<file path="config.mk">
export PLATFORM = sky130hd
export DESIGN_NAME = katan32_round_range_encrypt
export DESIGN_NICKNAME = d
export VERILOG_FILES = /design/src/rtl/k32rre_pkg.sv /design/src/rtl/katan32_round_range_encrypt.sv
export VERILOG_INCLUDE_DIRS = /design/src /design/src/rtl
export SDC_FILE = /design/constraint.sdc
export NUM_CORES = 1
export LEC_CHECK = 0
export BUFFER_PORTS_ARGS = -buffer_cell sky130_fd_sc_hd__clkbuf_2
export CAP_MARGIN = 25
export CORE_UTILIZATION = 35
export DETAILED_ROUTE_END_ITERATION = 16
export GPL_TIMING_DRIVEN = 0
export PLACE_DENSITY = 0.61
export RECOVER_POWER = 100
export SLEW_MARGIN = 20
export SYNTH_ARGS = -nofsm -noshare
export SYNTH_HDL_FRONTEND = slang
export SYNTH_SLANG_ARGS = --single-unit
</file>
<file path="constraint.sdc">
create_clock -name clk -period 7.5 [get_ports clk]
set_input_delay 1.125 -clock clk [delete_from_list [all_inputs] [get_ports clk]]
set_output_delay 1.125 -clock clk [all_outputs]
set_load 0.01 [all_outputs]
</file>
<file path="src/rtl/assert_macros.svh">
// ------------------------------------------------------------------------
// assert_macros.svh
// Concurrent assertion helpers, empty when synthesizing.
// ------------------------------------------------------------------------
`ifndef ASSERT_MACROS_SVH
`define ASSERT_MACROS_SVH

`ifndef SYNTHESIS
`define ASSERT_AT(lbl, clk_s, rstn_s, prop) \
  lbl: assert property (@(posedge clk_s) disable iff (!rstn_s) prop) \
    else $error("assertion lbl failed");
`define ASSERT_NEVER(lbl, clk_s, rstn_s, expr) \
  lbl: assert property (@(posedge clk_s) disable iff (!rstn_s) !(expr)) \
    else $error("assertion lbl failed");
`else
`define ASSERT_AT(lbl, clk_s, rstn_s, prop)
`define ASSERT_NEVER(lbl, clk_s, rstn_s, expr)
`endif

`endif

</file>
<file path="src/rtl/k32rre_pkg.sv">
// ------------------------------------------------------------------------
// k32rre_pkg
// Constants and the round-constant table for the KATAN32 round engine.
// ------------------------------------------------------------------------
package k32rre_pkg;

  localparam int MaxRoundsDef = 254;
  localparam int KeyW         = 80;
  localparam int StateW       = 32;
  localparam int RndW         = 8;

  // IR sequence, round 0 is the leftmost bit
  localparam logic [0:253] IrSeq = {
    55'b1111111000_1101010101_1110110011_0010100100_0100011000_11110,
    56'b0001000010_1000001111_1001111110_1010001010_1001100001_100111,
    56'b0111110111_0100101011_0100111001_1011000101_1101101111_001011,
    56'b0110101110_0100100110_1000111000_1001111010_0001110101_100000,
    31'b1011001000_0001101110_0000001001_0
  };

  function automatic logic ir_bit(input logic [RndW-1:0] rnd);
    ir_bit = IrSeq[rnd];
  endfunction

endpackage

</file>
<file path="src/rtl/katan32_round_range_encrypt.sv">
// ------------------------------------------------------------------------
// katan32_round_range_encrypt
// KATAN32 encryption over a window of rounds, one round per clock.
// ------------------------------------------------------------------------
// channel  direction  handshake              payload
// in       input      in_valid / in_ready    plaintext, first_round, round_count
// out      output     out_valid / out_ready  ciphertext, clipped
// cfg      input      cfg_we                 cfg_index, cfg_wdata (key halves)
//
// The engine runs rounds 0 to last-1, last = min(first_round + round_count, MAX_ROUNDS)
// (zero when round_count is zero). The key LFSR steps two bits per cycle
// from round 0, so rounds below first_round are still stepped through.
// in_ready is high only when idle; the result holds until out_ready.
// rst_n is synchronous; it clears control state and both key registers.
`include "assert_macros.svh"

module katan32_round_range_encrypt #(
  parameter int MAX_ROUNDS = k32rre_pkg::MaxRoundsDef
) (
  input  logic        clk,
  input  logic        rst_n,
  input  logic        in_valid,
  output logic        in_ready,
  input  logic [31:0] in_plaintext,
  input  logic [7:0]  in_first_round,
  input  logic [7:0]  in_round_count,
  output logic        out_valid,
  input  logic        out_ready,
  output logic [31:0] out_ciphertext,
  output logic        out_clipped,
  input  logic        cfg_we,
  input  logic        cfg_index,
  input  logic [63:0] cfg_wdata
);

  localparam int RndW = k32rre_pkg::RndW;
  localparam logic [RndW-1:0] MaxR = RndW'(MAX_ROUNDS);

  localparam logic [1:0] ST_IDLE = 2'd0;
  localparam logic [1:0] ST_RUN  = 2'd1;
  localparam logic [1:0] ST_DONE = 2'd2;

  localparam logic REG_KEY_LOW  = 1'b0;
  localparam logic REG_KEY_HIGH = 1'b1;

  logic [63:0] key_low_r;
  logic [15:0] key_high_r;

  logic [1:0]                     state_r, state_nxt;
  logic [k32rre_pkg::StateW-1:0]  s_r, s_nxt;
  logic [k32rre_pkg::KeyW-1:0]    ks_r, ks_nxt;
  logic [RndW-1:0]                rnd_r, rnd_nxt;
  logic [RndW-1:0]                first_r, first_nxt;
  logic [RndW-1:0]                last_r, last_nxt;
  logic                           clipped_r, clipped_nxt;

  logic            in_acc;
  logic [RndW:0]   win_end;
  logic            win_clip;
  logic [RndW-1:0] win_last;
  logic            fa, fb, ka, kb;
  logic [k32rre_pkg::StateW-1:0] s_round;

  // config writes
  always_ff @(posedge clk) begin
    if (!rst_n) begin
      key_low_r  <= '0;
      key_high_r <= '0;
    end else if (cfg_we) begin
      unique case (cfg_index)
        REG_KEY_LOW:  key_low_r  <= cfg_wdata;
        REG_KEY_HIGH: key_high_r <= cfg_wdata[15:0];
        default:      key_low_r  <= key_low_r;
      endcase
    end
  end

  assign in_ready  = (state_r == ST_IDLE);
  assign out_valid = (state_r == ST_DONE);
  assign in_acc    = in_valid && in_ready;

  assign win_end  = {1'b0, in_first_round} + {1'b0, in_round_count};
  assign win_clip = (in_round_count != '0) && (win_end > {1'b0, MaxR});
  assign win_last = (in_round_count == '0) ? '0 : (win_clip ? MaxR : win_end[RndW-1:0]);

  // round function on the current window of key stream bits
  assign ka = ks_r[0];
  assign kb = ks_r[1];
  assign fa = s_r[31] ^ s_r[26] ^ (s_r[27] & s_r[24])
            ^ (s_r[22] & k32rre_pkg::ir_bit(rnd_r)) ^ ka;
  assign fb = s_r[18] ^ s_r[7] ^ (s_r[12] & s_r[10]) ^ (s_r[8] & s_r[3]) ^ kb;
  assign s_round = {s_r[30:19], fb, s_r[17:0], fa};

  always_comb begin
    state_nxt   = state_r;
    s_nxt       = s_r;
    ks_nxt      = ks_r;
    rnd_nxt     = rnd_r;
    first_nxt   = first_r;
    last_nxt    = last_r;
    clipped_nxt = clipped_r;
    unique case (state_r)
      ST_IDLE: begin
        if (in_acc) begin
          s_nxt       = in_plaintext;
          ks_nxt      = {key_high_r, key_low_r};
          rnd_nxt     = '0;
          first_nxt   = in_first_round;
          last_nxt    = win_last;
          clipped_nxt = win_clip;
          state_nxt   = (win_last == '0) ? ST_DONE : ST_RUN;
        end
      end
      ST_RUN: begin
        if (rnd_r >= first_r) begin
          s_nxt = s_round;
        end
        // k[i+80] and k[i+81]
        ks_nxt = {ks_r[1] ^ ks_r[20] ^ ks_r[31] ^ ks_r[68],
                  ks_r[0] ^ ks_r[19] ^ ks_r[30] ^ ks_r[67],
                  ks_r[79:2]};
        rnd_nxt = rnd_r + RndW'(1);
        if (rnd_nxt == last_r) begin
          state_nxt = ST_DONE;
        end
      end
      ST_DONE: begin
        if (out_ready) begin
          state_nxt = ST_IDLE;
        end
      end
      default: state_nxt = ST_IDLE;
    endcase
  end

  always_ff @(posedge clk) begin
    if (!rst_n) begin
      state_r <= ST_IDLE;
    end else begin
      state_r <= state_nxt;
    end
  end

  always_ff @(posedge clk) begin
    s_r       <= s_nxt;
    ks_r      <= ks_nxt;
    rnd_r     <= rnd_nxt;
    first_r   <= first_nxt;
    last_r    <= last_nxt;
    clipped_r <= clipped_nxt;
  end

  assign out_ciphertext = s_r;
  assign out_clipped    = clipped_r;

  `ASSERT_NEVER(a_ready_and_valid, clk, rst_n, in_ready && out_valid)
  `ASSERT_AT(a_rnd_in_window, clk, rst_n, (state_r == ST_RUN) |-> (rnd_r < last_r))
  `ASSERT_AT(a_clip_at_max, clk, rst_n, (state_r != ST_IDLE && clipped_r) |-> (last_r == MaxR))
  `ASSERT_AT(a_zero_count_passes, clk, rst_n,
    (in_valid && in_ready && in_round_count == '0) |=>
      (out_valid && !out_clipped && out_ciphertext == $past(in_plaintext)))

endmodule

</file>
# Word-level counts from Yosys, hierarchy flattened
# Memories as Yosys holds them, arrays and structs flattened.
# Cells that the tools add are included.
# word_totals
mem_bits_ro,256
mem_bits_rw,0
reg_bits,219
latchBits,0
output_inout_bits,35
word_cells,71
in_bits,118
memories,1
# classes
reduce_logical,13
magnitude_cmp,3
bitwise,20
n_shift,0
eq_ne,7
n_mul,0
addsub,2
mux,16
div,0
# mem_list
name,words,width,rd,rd_ports_with_merged_regs,write_ports,line,source
(no name shown),256,1,1,0,0,k32rre_pkg.sv:22,ir_bit = IrSeq[rnd];
# ops
operator,count
case mux 80 bit (2 select lines),1
2-to-1 mux 80 bit,1
2-to-1 mux 32 bit,2
case mux 32 bit (2 select lines),1
2-to-1 mux 8 bit,3
zero test 8 bit,2
case mux 8 bit (2 select lines),1
bitwise XOR 1 bit,14
adder 8 x 8 -> 9 bit,1
">= comparator 9 bit, second input constant",1
"greater-than comparator 9 x 8 -> 1 bit, second input constant",1
NOT 8 -> 9 bit,1
"adder 8 x 1 -> 8 bit, second input constant",1
equality test 8 bit,1
>= comparator 8 bit,1
2-to-1 mux 2 bit,4
AND reduction 2 bit,4
nonzero test 8 bit,1
case mux 2 bit (3 select lines),1
AND reduction 3 bit,2
AND 1 bit,4
"!= test 2 x 1 -> 1 bit, second input constant",2
"!= test 2 bit, second input constant",2
"equality test 2 x 1 -> 1 bit, second input constant",1
6 further kinds,8

# Longest topological paths before layout
# Gate-level depths: netlist of run 1.
# depth
depth_word,9
ltp_mapped,11
mapped_depth_nobuf,10

# Worst setup path before layout of run 1
# Ideal clock, no wire load.
# synth_path
kind,input -> register
startpoint,input port in_valid
endpoint,register s_r (netlist bit out_ciphertext[0]) (enable)
required_time_ns,7.106
setup_slack_ns,0.990
path_buffers,0
cell_stages,4
setup_ns,0.394
arrival_time_ns,6.115
path_cell_list,nor2_1 > nor2_1 > o21a_1 > o31a_1
# synth_between
elab_chain_len,3
# synth_rtl
element,line,source
"start, declared",katan32_round_range_encrypt.sv:22,"input logic in_valid,"
logical AND 1 bit,katan32_round_range_encrypt.sv:80,assign in_acc = in_valid && in_ready;
!= test 2 x 1 -> 1 bit (no source line),n/a,
AND reduction 3 bit (no source line),n/a,
"end signal, assigned",katan32_round_range_encrypt.sv:145,s_r <= s_nxt;
"end, declared",katan32_round_range_encrypt.sv:50,"logic [k32rre_pkg::StateW-1:0] s_r, s_nxt;"
# No other way between the ends.
# A chain may end at the register's enable or synchronous reset.

# Worst setup path in the final report of run 1
# layout_path
startpoint,input port in_valid
endpoint,register s_r (netlist bit out_ciphertext[23]) (enable)
# Same word-level chain as after synthesis.

==> results.toml, run 1 <==
[drt]
route.vias.total = 7882
drc = 0
dr.pass1.iters = 6
drt_iter0_markers = 476
finalWirelength_um = 24000
ant_nets = 0
wl_per_cell_um = 14.2
avgViaCountPerCell = 4.68

[worst_setup_path]
cp-end-kind = "flop"
start_kind = "primary input"
cp_max_fo = 26
crit_type = "in2reg"
cp-startpoint = "in_valid"
r2r_cells = 6
r2r_start = "state_r[0]"
rr_endpoint = "out_ciphertext[23]"
required_ns = 7.62
regToRegSetupSlack_ns = 3.53
cp.arrival_ns = 4.37

[clocking]
cts_tree = "done"
cts_sinks = 219
clkTransAtPathRegs_ns = 0.06
cts_made_buffers = 25
cts_hold_buffers = 0
htreeDepth = 1
cts-root-buf = "clkbuf_16"
cts_setup_buffers = 0
postCtsResizedCells = 0
clkLatencyLatePin_ns = 0.52
clockBufferDepth = 3

[yosys]
syn_avg_cell_area_um2 = 9.27
ys_ff_latch = 219
async_flop_share_pct = 0
yosys_warnings = 0
syn_nets = 1245
synth_commonest_cells = "nand2_1, edfxtp_1, dfxtp_1"
synth_top_area_cell = "edfxtp_1"
yosysUniqueCellTypes = 52
synthesis.area_um2 = 10200
ys_top_cells_by_area = "edfxtp_1, nand2_1, dfxtp_1"
syn-instance-count = 1099
synth_flop_cell = "edfxtp_1"
yosys.area.top_type_share_pct = 40.4
synth_edf_count = 137
yosysSeqAreaShare_pct = 56.5
post-synth-top-count-cell = "nand2_1"

[sta]
setup_viol = 0
layout_min_cycle_time_ns = 4.25
tns_ns = 0
fin_crit_sh_pct = 56.7
tightest_slew_ns = 1.45
rsz0062_at_grt = "no"
finClkSkew_ns = 0.0116
hold_viol_final = 0
drv_slew = 0
relSlewSlack_pct = 3.58
max_freq_mhz = 235
whs_ns = 0.462

[global_route]
antenna_found_initial = 0
grt_usage_pct = 16.1
overflow = 0
grt_first_pass_wirelength_um = 39200
grt_pass1_vias = 7779
grt_start_max_net_pins = 27

[power_and_ir_drop]
peakVddDrop_uv = 178
power.total_w = 0.00323
p_leak_nw = 5.02
powerDensity_nw_per_um2 = 265

[place]
dpl.hpwl_um = 17500
dp.cells = 1639
placed_area_um2 = 11600
routabilityCongestion = 0.846
portBuffers = 151

[min_path]
min_from = "key_high_r[2]"
min_path_type = "reg2reg"
whs_endpoint = "key_high_r[2]"
worstHoldPathCells = 2

[die]
core_um2 = 28700
fp-row-count = 62
start_util_pct = 35.5
fp.dieH_um = 173
num_io_pins = 153
die_w_um = 173
dieArea_um2 = 29800

[finish]
nFillCells = 2913
final_layout_size_suffix_gt1_share_pct = 11.7
antenna_cells = 0
final_cells = 1685
syn_to_final_growth_pct = 19.6
fin_area_um2 = 12200
fin_nets = 1428

[run]
drv_cap = 0

[status]
status = "completed"
metrics by stage:
step,utilization [%],worst slack (ns)
6_report,42.4,3.25
3_3_place_gp,39.8,-1.46
4_1_cts,43.1,4.46
5_1_grt,42.4,2.96
3_5_place_dp,40.3,4.00
2_1_floorplan,-,0.990
flip-flops by register name, indices dropped and copies added, names as in the netlist:
| register | cells |
|---|---|
| state_r | 2 |
| first_r | 8 |
| out_clipped | 1 |
| ks_r | 80 |
| rnd_r | 8 |
| key_low_r | 64 |
| key_high_r | 16 |
| out_ciphertext | 32 |
| last_r | 8 |
cell type report:
type                       instances  area [um^2]  area share [%]
sequential                       219         5760            47.3
multi-input combinational        799         4100            33.6
clock buffer                      37          733            6.02
timing repair buffer             156          717            5.89
tap                              384          480            3.94
buffer                            64          254            2.09
clock inverter                     9         78.8           0.647
inverter                          17         63.8           0.524
how the worst max path moves through the flow:
stage                          to  slack, ns  depth (start not counted)
3_5_place_dp            last_r[0]       4.00                          9
3_3_place_gp    out_ciphertext[2]      -1.46                          5
5_1_grt        out_ciphertext[23]       2.96                          7
2_1_floorplan   out_ciphertext[0]       0.99                          4
4_1_cts         out_ciphertext[0]       4.46                          9
6_report       out_ciphertext[23]       3.25                          7
cells in the final DEF, fill, tap and decap left out, types with 4 or more instances in the layout:
cell type  count
nand2_1      503
edfxtp_1     137
clkbuf_1     110
clkbuf_2     105
dfxtp_1       82
a21boi_0      80
ha_1          27
clkbuf_16     27
xnor2_1       22
nor2_1        19
a21oi_1       19
o21ai_0       18
inv_1         16
nand2b_1      16
nand3_1        9
buf_2          8
xor2_1         8
nor2b_1        7
nor3_1         6
a31oi_1        5
mux2i_1        5
buf_1          4
a311oi_1       4
where the power goes:
group	internal [W]	total [W]	leakage, nW	switching [W]
Sequential	0.00146	0.00152	2.08	0.0000666
Combinational	0.000190	0.000521	2.54	0.000332
Clock	0.000712	0.00119	0.398	0.000476
per-layer routing:
metal	track usage [%]	routed length (um)	up-vias
met3	2.90	1460	43
met5	0	0	-
li1	-	-	4032
met4	5.32	609	0
met1	21.9	11200	3591
met2	25.8	10700	216
worst max-delay path, stage by stage:
cell      delay (ns)
clkbuf_1        0.14
nor2_1          0.06
nor2_1          0.41
clkbuf_1        0.93
o21a_1          0.23
o31a_1          0.37
clkbuf_1        1.10
cells by family after synthesis:
logic type      Yosys count  synth area share [%]
simple gates            580                  22.9
fa+ha+maj                28                  3.51
xor+xnor                 30                  2.58
mux                       6                 0.712
compound gates          155                  10.7
buf+inv                  81                  3.13
flops                   219                  56.5
Power figures use the tool's default switching activity.
==> run 2, diff against run 1 <==
--- a/config.mk
+++ b/config.mk
@@ -6,12 +6,13 @@
 export SDC_FILE = /design/constraint.sdc
 export NUM_CORES = 1
 export LEC_CHECK = 0
+export ABC_AREA = 1
 export BUFFER_PORTS_ARGS = -buffer_cell sky130_fd_sc_hd__clkbuf_2
 export CAP_MARGIN = 25
 export CORE_UTILIZATION = 35
 export DETAILED_ROUTE_END_ITERATION = 16
 export GPL_TIMING_DRIVEN = 0
-export PLACE_DENSITY = 0.61
+export PLACE_DENSITY = 0.62
 export RECOVER_POWER = 100
 export SLEW_MARGIN = 20
 export SYNTH_ARGS = -nofsm -noshare
==> constraint.sdc (replaced) <==
create_clock -name clk -period 4.3 [get_ports clk]
set_input_delay 0.645 -clock clk [delete_from_list [all_inputs] [get_ports clk]]
set_output_delay 0.645 -clock clk [all_outputs]
set_load 0.01 [all_outputs]
==> run 2 against run 1 <==
- setup slack worse by 2.3 ns
- routed wire length fell by 2.6%
- flip-flop and latch count is the same
- hold slack got worse by 0.12 ns
- utilization is 0.64 points higher
- critical path type is now reg2reg
- critical endpoint is now out_ciphertext[8]
==> results.toml, run 2 <==
[status]
status = "completed"

[yosys]
synthAdderAreaFrac_pct = 3.59
synth_top_area_cell = "edfxtp_1"
yosys.area.top_type_share_pct = 41.2
synth_edf_count = 137
synth_top_family_by_area = "simple AND/OR/NAND/NOR gates"
ys_ff_latch = 219
synth_flop_cell = "edfxtp_1"
synthMuxAreaShare_pct = 0
syn_nets = 1308
ys_top_cells_by_area = "edfxtp_1, dfxtp_1, nand2_1"
syn_avg_cell_area_um2 = 8.59
yosys.area_share.xor_xnor_pct = 2.18
yosysUniqueCellTypes = 37
post-synth-top-count-cell = "nand2_1"
synthesis.area_um2 = 9980
syn-instance-count = 1162
yosysSeqAreaShare_pct = 57.7
synth_commonest_cells = "nand2_1, nor2_1, edfxtp_1"
yosys.area_share.simple_pct = 24.9
yosys_warnings = 0
async_flop_share_pct = 0
synth_compound_area_share_pct = 7.37

[min_path]
worstHoldPathCells = 3
min_path_type = "in2reg"

[finish]
post-route-util_pct = 43.1
final_layout_size_suffix_gt1_share_pct = 12.0
largest_reg_flops = 80
syn_to_final_growth_pct = 20.6
regMostFlops = "ks_r"
layout_commonest_cell = "nand2_1"
most-common-layout-cells = "nand2_1, nor2_1, edfxtp_1, clkbuf_2, o21ai_0"
fin_nets = 1488
nFillCells = 2839

[place]
routabilityCongestion = 0.882
portBuffers = 151
dpl.hpwl_um = 16700

[worst_setup_path]
start_kind = "flop"
cp.arrival_ns = 3.60
cp_slowest_cell = "nor2_1"
crit_type = "reg2reg"
crit_chain = "inv_1, nand2_1, nor2_1, nor2_1, a31oi_2, buf_8"
worst-path-buf-inv = 2
required_ns = 4.51
r2r_cells = 6
max_stage_delay_ns = 1.02
crit_top_cell = "nor2_1"
cp_num_cells = 6
cpLargestDelayFamily = "simple AND/OR/NAND/NOR gates"
cp-end-kind = "flop"
cp_max_fo = 19

[drt]
wl_per_cell_um = 13.4
dr.pass1.iters = 5
avgViaCountPerCell = 4.56
drt_iter0_markers = 515
finalWirelength_um = 23300
ant_nets = 0
route.vias.total = 7936
drc = 0

[die]
fp-row-count = 61
fp.dieH_um = 171
start_util_pct = 35.7
die_w_um = 171
core_um2 = 27900
num_io_pins = 153
dieArea_um2 = 29200

[clocking]
cts-root-buf = "clkbuf_16"
cts_made_buffers = 25
cts_tree = "done"
postCtsResizedCells = 0
htreeDepth = 1
cts_sinks = 219
clockBufferDepth = 3
clkLatencyLatePin_ns = 0.52
cts_hold_buffers = 0
clkTransAtPathRegs_ns = 0.06
cts_setup_buffers = 0

[global_route]
grt_pass1_vias = 7546
grt_first_pass_wirelength_um = 37300
grt_usage_pct = 15.9
overflow = 0
grt_start_max_net_pins = 59
antenna_found_initial = 1

[sta]
whs_ns = 0.345
drv_slew = 0
hold_viol_final = 0
max_freq_mhz = 295
rsz0062_at_grt = "no"
tns_ns = 0
setup_viol = 0
tightest_slew_ns = 1.37
layout_min_cycle_time_ns = 3.39
fin_crit_sh_pct = 78.8
finClkSkew_ns = 0.0164
relSlewSlack_pct = 8.62

[power_and_ir_drop]
powerDensity_nw_per_um2 = 477
p_leak_nw = 5.42
peakVddDrop_uv = 306

[run]
drv_cap = 0
run 2: cell types whose count changed after synthesis, moves of 7 or more:
cell	delta
nor2_1	+177
a21boi_1	-10
nand2_1	-99
nor2b_1	-7
nand3_1	+17
nand2b_1	-16
buf_2	-7
inv_1	+36
a21boi_0	-68
o21ai_0	+89
run 2: worst reg2reg max path, stage by stage, from the launching register on:
cell     delay [ns]
dfxtp_1        0.35
inv_1          0.09
nand2_1        0.06
nor2_1         1.02
nor2_1         0.29
a31oi_2        1.01
buf_8          0.28
run 2: cell type report:
| class | count | area (um^2) | share of cell area, % |
|---|---|---|---|
| multi-input cells | 833 | 3780 | 31.5 |
| repair buffers | 153 | 742 | 6.17 |
| plain buffers | 56 | 224 | 1.86 |
| well taps | 378 | 473 | 3.93 |
| clock inverters | 10 | 87.6 | 0.728 |
| clock buffers | 36 | 758 | 6.30 |
| inverters | 54 | 205 | 1.71 |
| flip-flops and latches | 219 | 5760 | 47.8 |
| diodes | 1 | 2.50 | 0.0208 |
run 2: cell families (layout without fill, tap and decap cells):
| family | after synthesis | count (layout) |
|---|---|---|
| other cells | 0 | 1 |
| compound gates | 139 | 139 |
| buf+inv | 110 | 309 |
| fa+ha+maj | 28 | 28 |
| xor+xnor | 24 | 24 |
| flops | 219 | 219 |
| simple gates | 642 | 642 |
run 2: final timing paths:
check,start,to,slack [ns]
worst max-delay path,state_r[1],out_ciphertext[8],0.91
worst min-delay path,cfg_wdata[46],key_low_r[46],0.35
worst max register to register,state_r[1],out_ciphertext[8],0.91
worst min register to register,key_high_r[4],key_high_r[4],0.48
run 2: metrics by stage:
| stage | power [W] | instance area, um^2 | instances | setup slack, ns |
|---|---|---|---|---|
| 2_1_floorplan | 0.00333 | 9980 | 1162 | 0.447 |
| 3_3_place_gp | 0.00366 | 11200 | 1691 | -0.795 |
| 3_5_place_dp | 0.00369 | 11300 | 1693 | 1.26 |
| 4_1_cts | 0.00581 | 12100 | 1739 | 1.25 |
| 5_1_grt | 0.00603 | 12000 | 1740 | 0.537 |
| 6_report | 0.00574 | 12000 | 1740 | 0.910 |
run 2: per-layer routing:
layer	track usage (%)	vias to the layer above	wire (um)
li1	-	4134	-
met1	21.7	3567	11400
met2	26.4	205	10400
met3	2.57	30	1180
met4	3.88	0	426
met5	0	-	0
run 2: power breakdown:
group          switching [W]  internal (W)
clock network       0.000829       0.00129
registers           0.000132       0.00257
logic               0.000597      0.000325
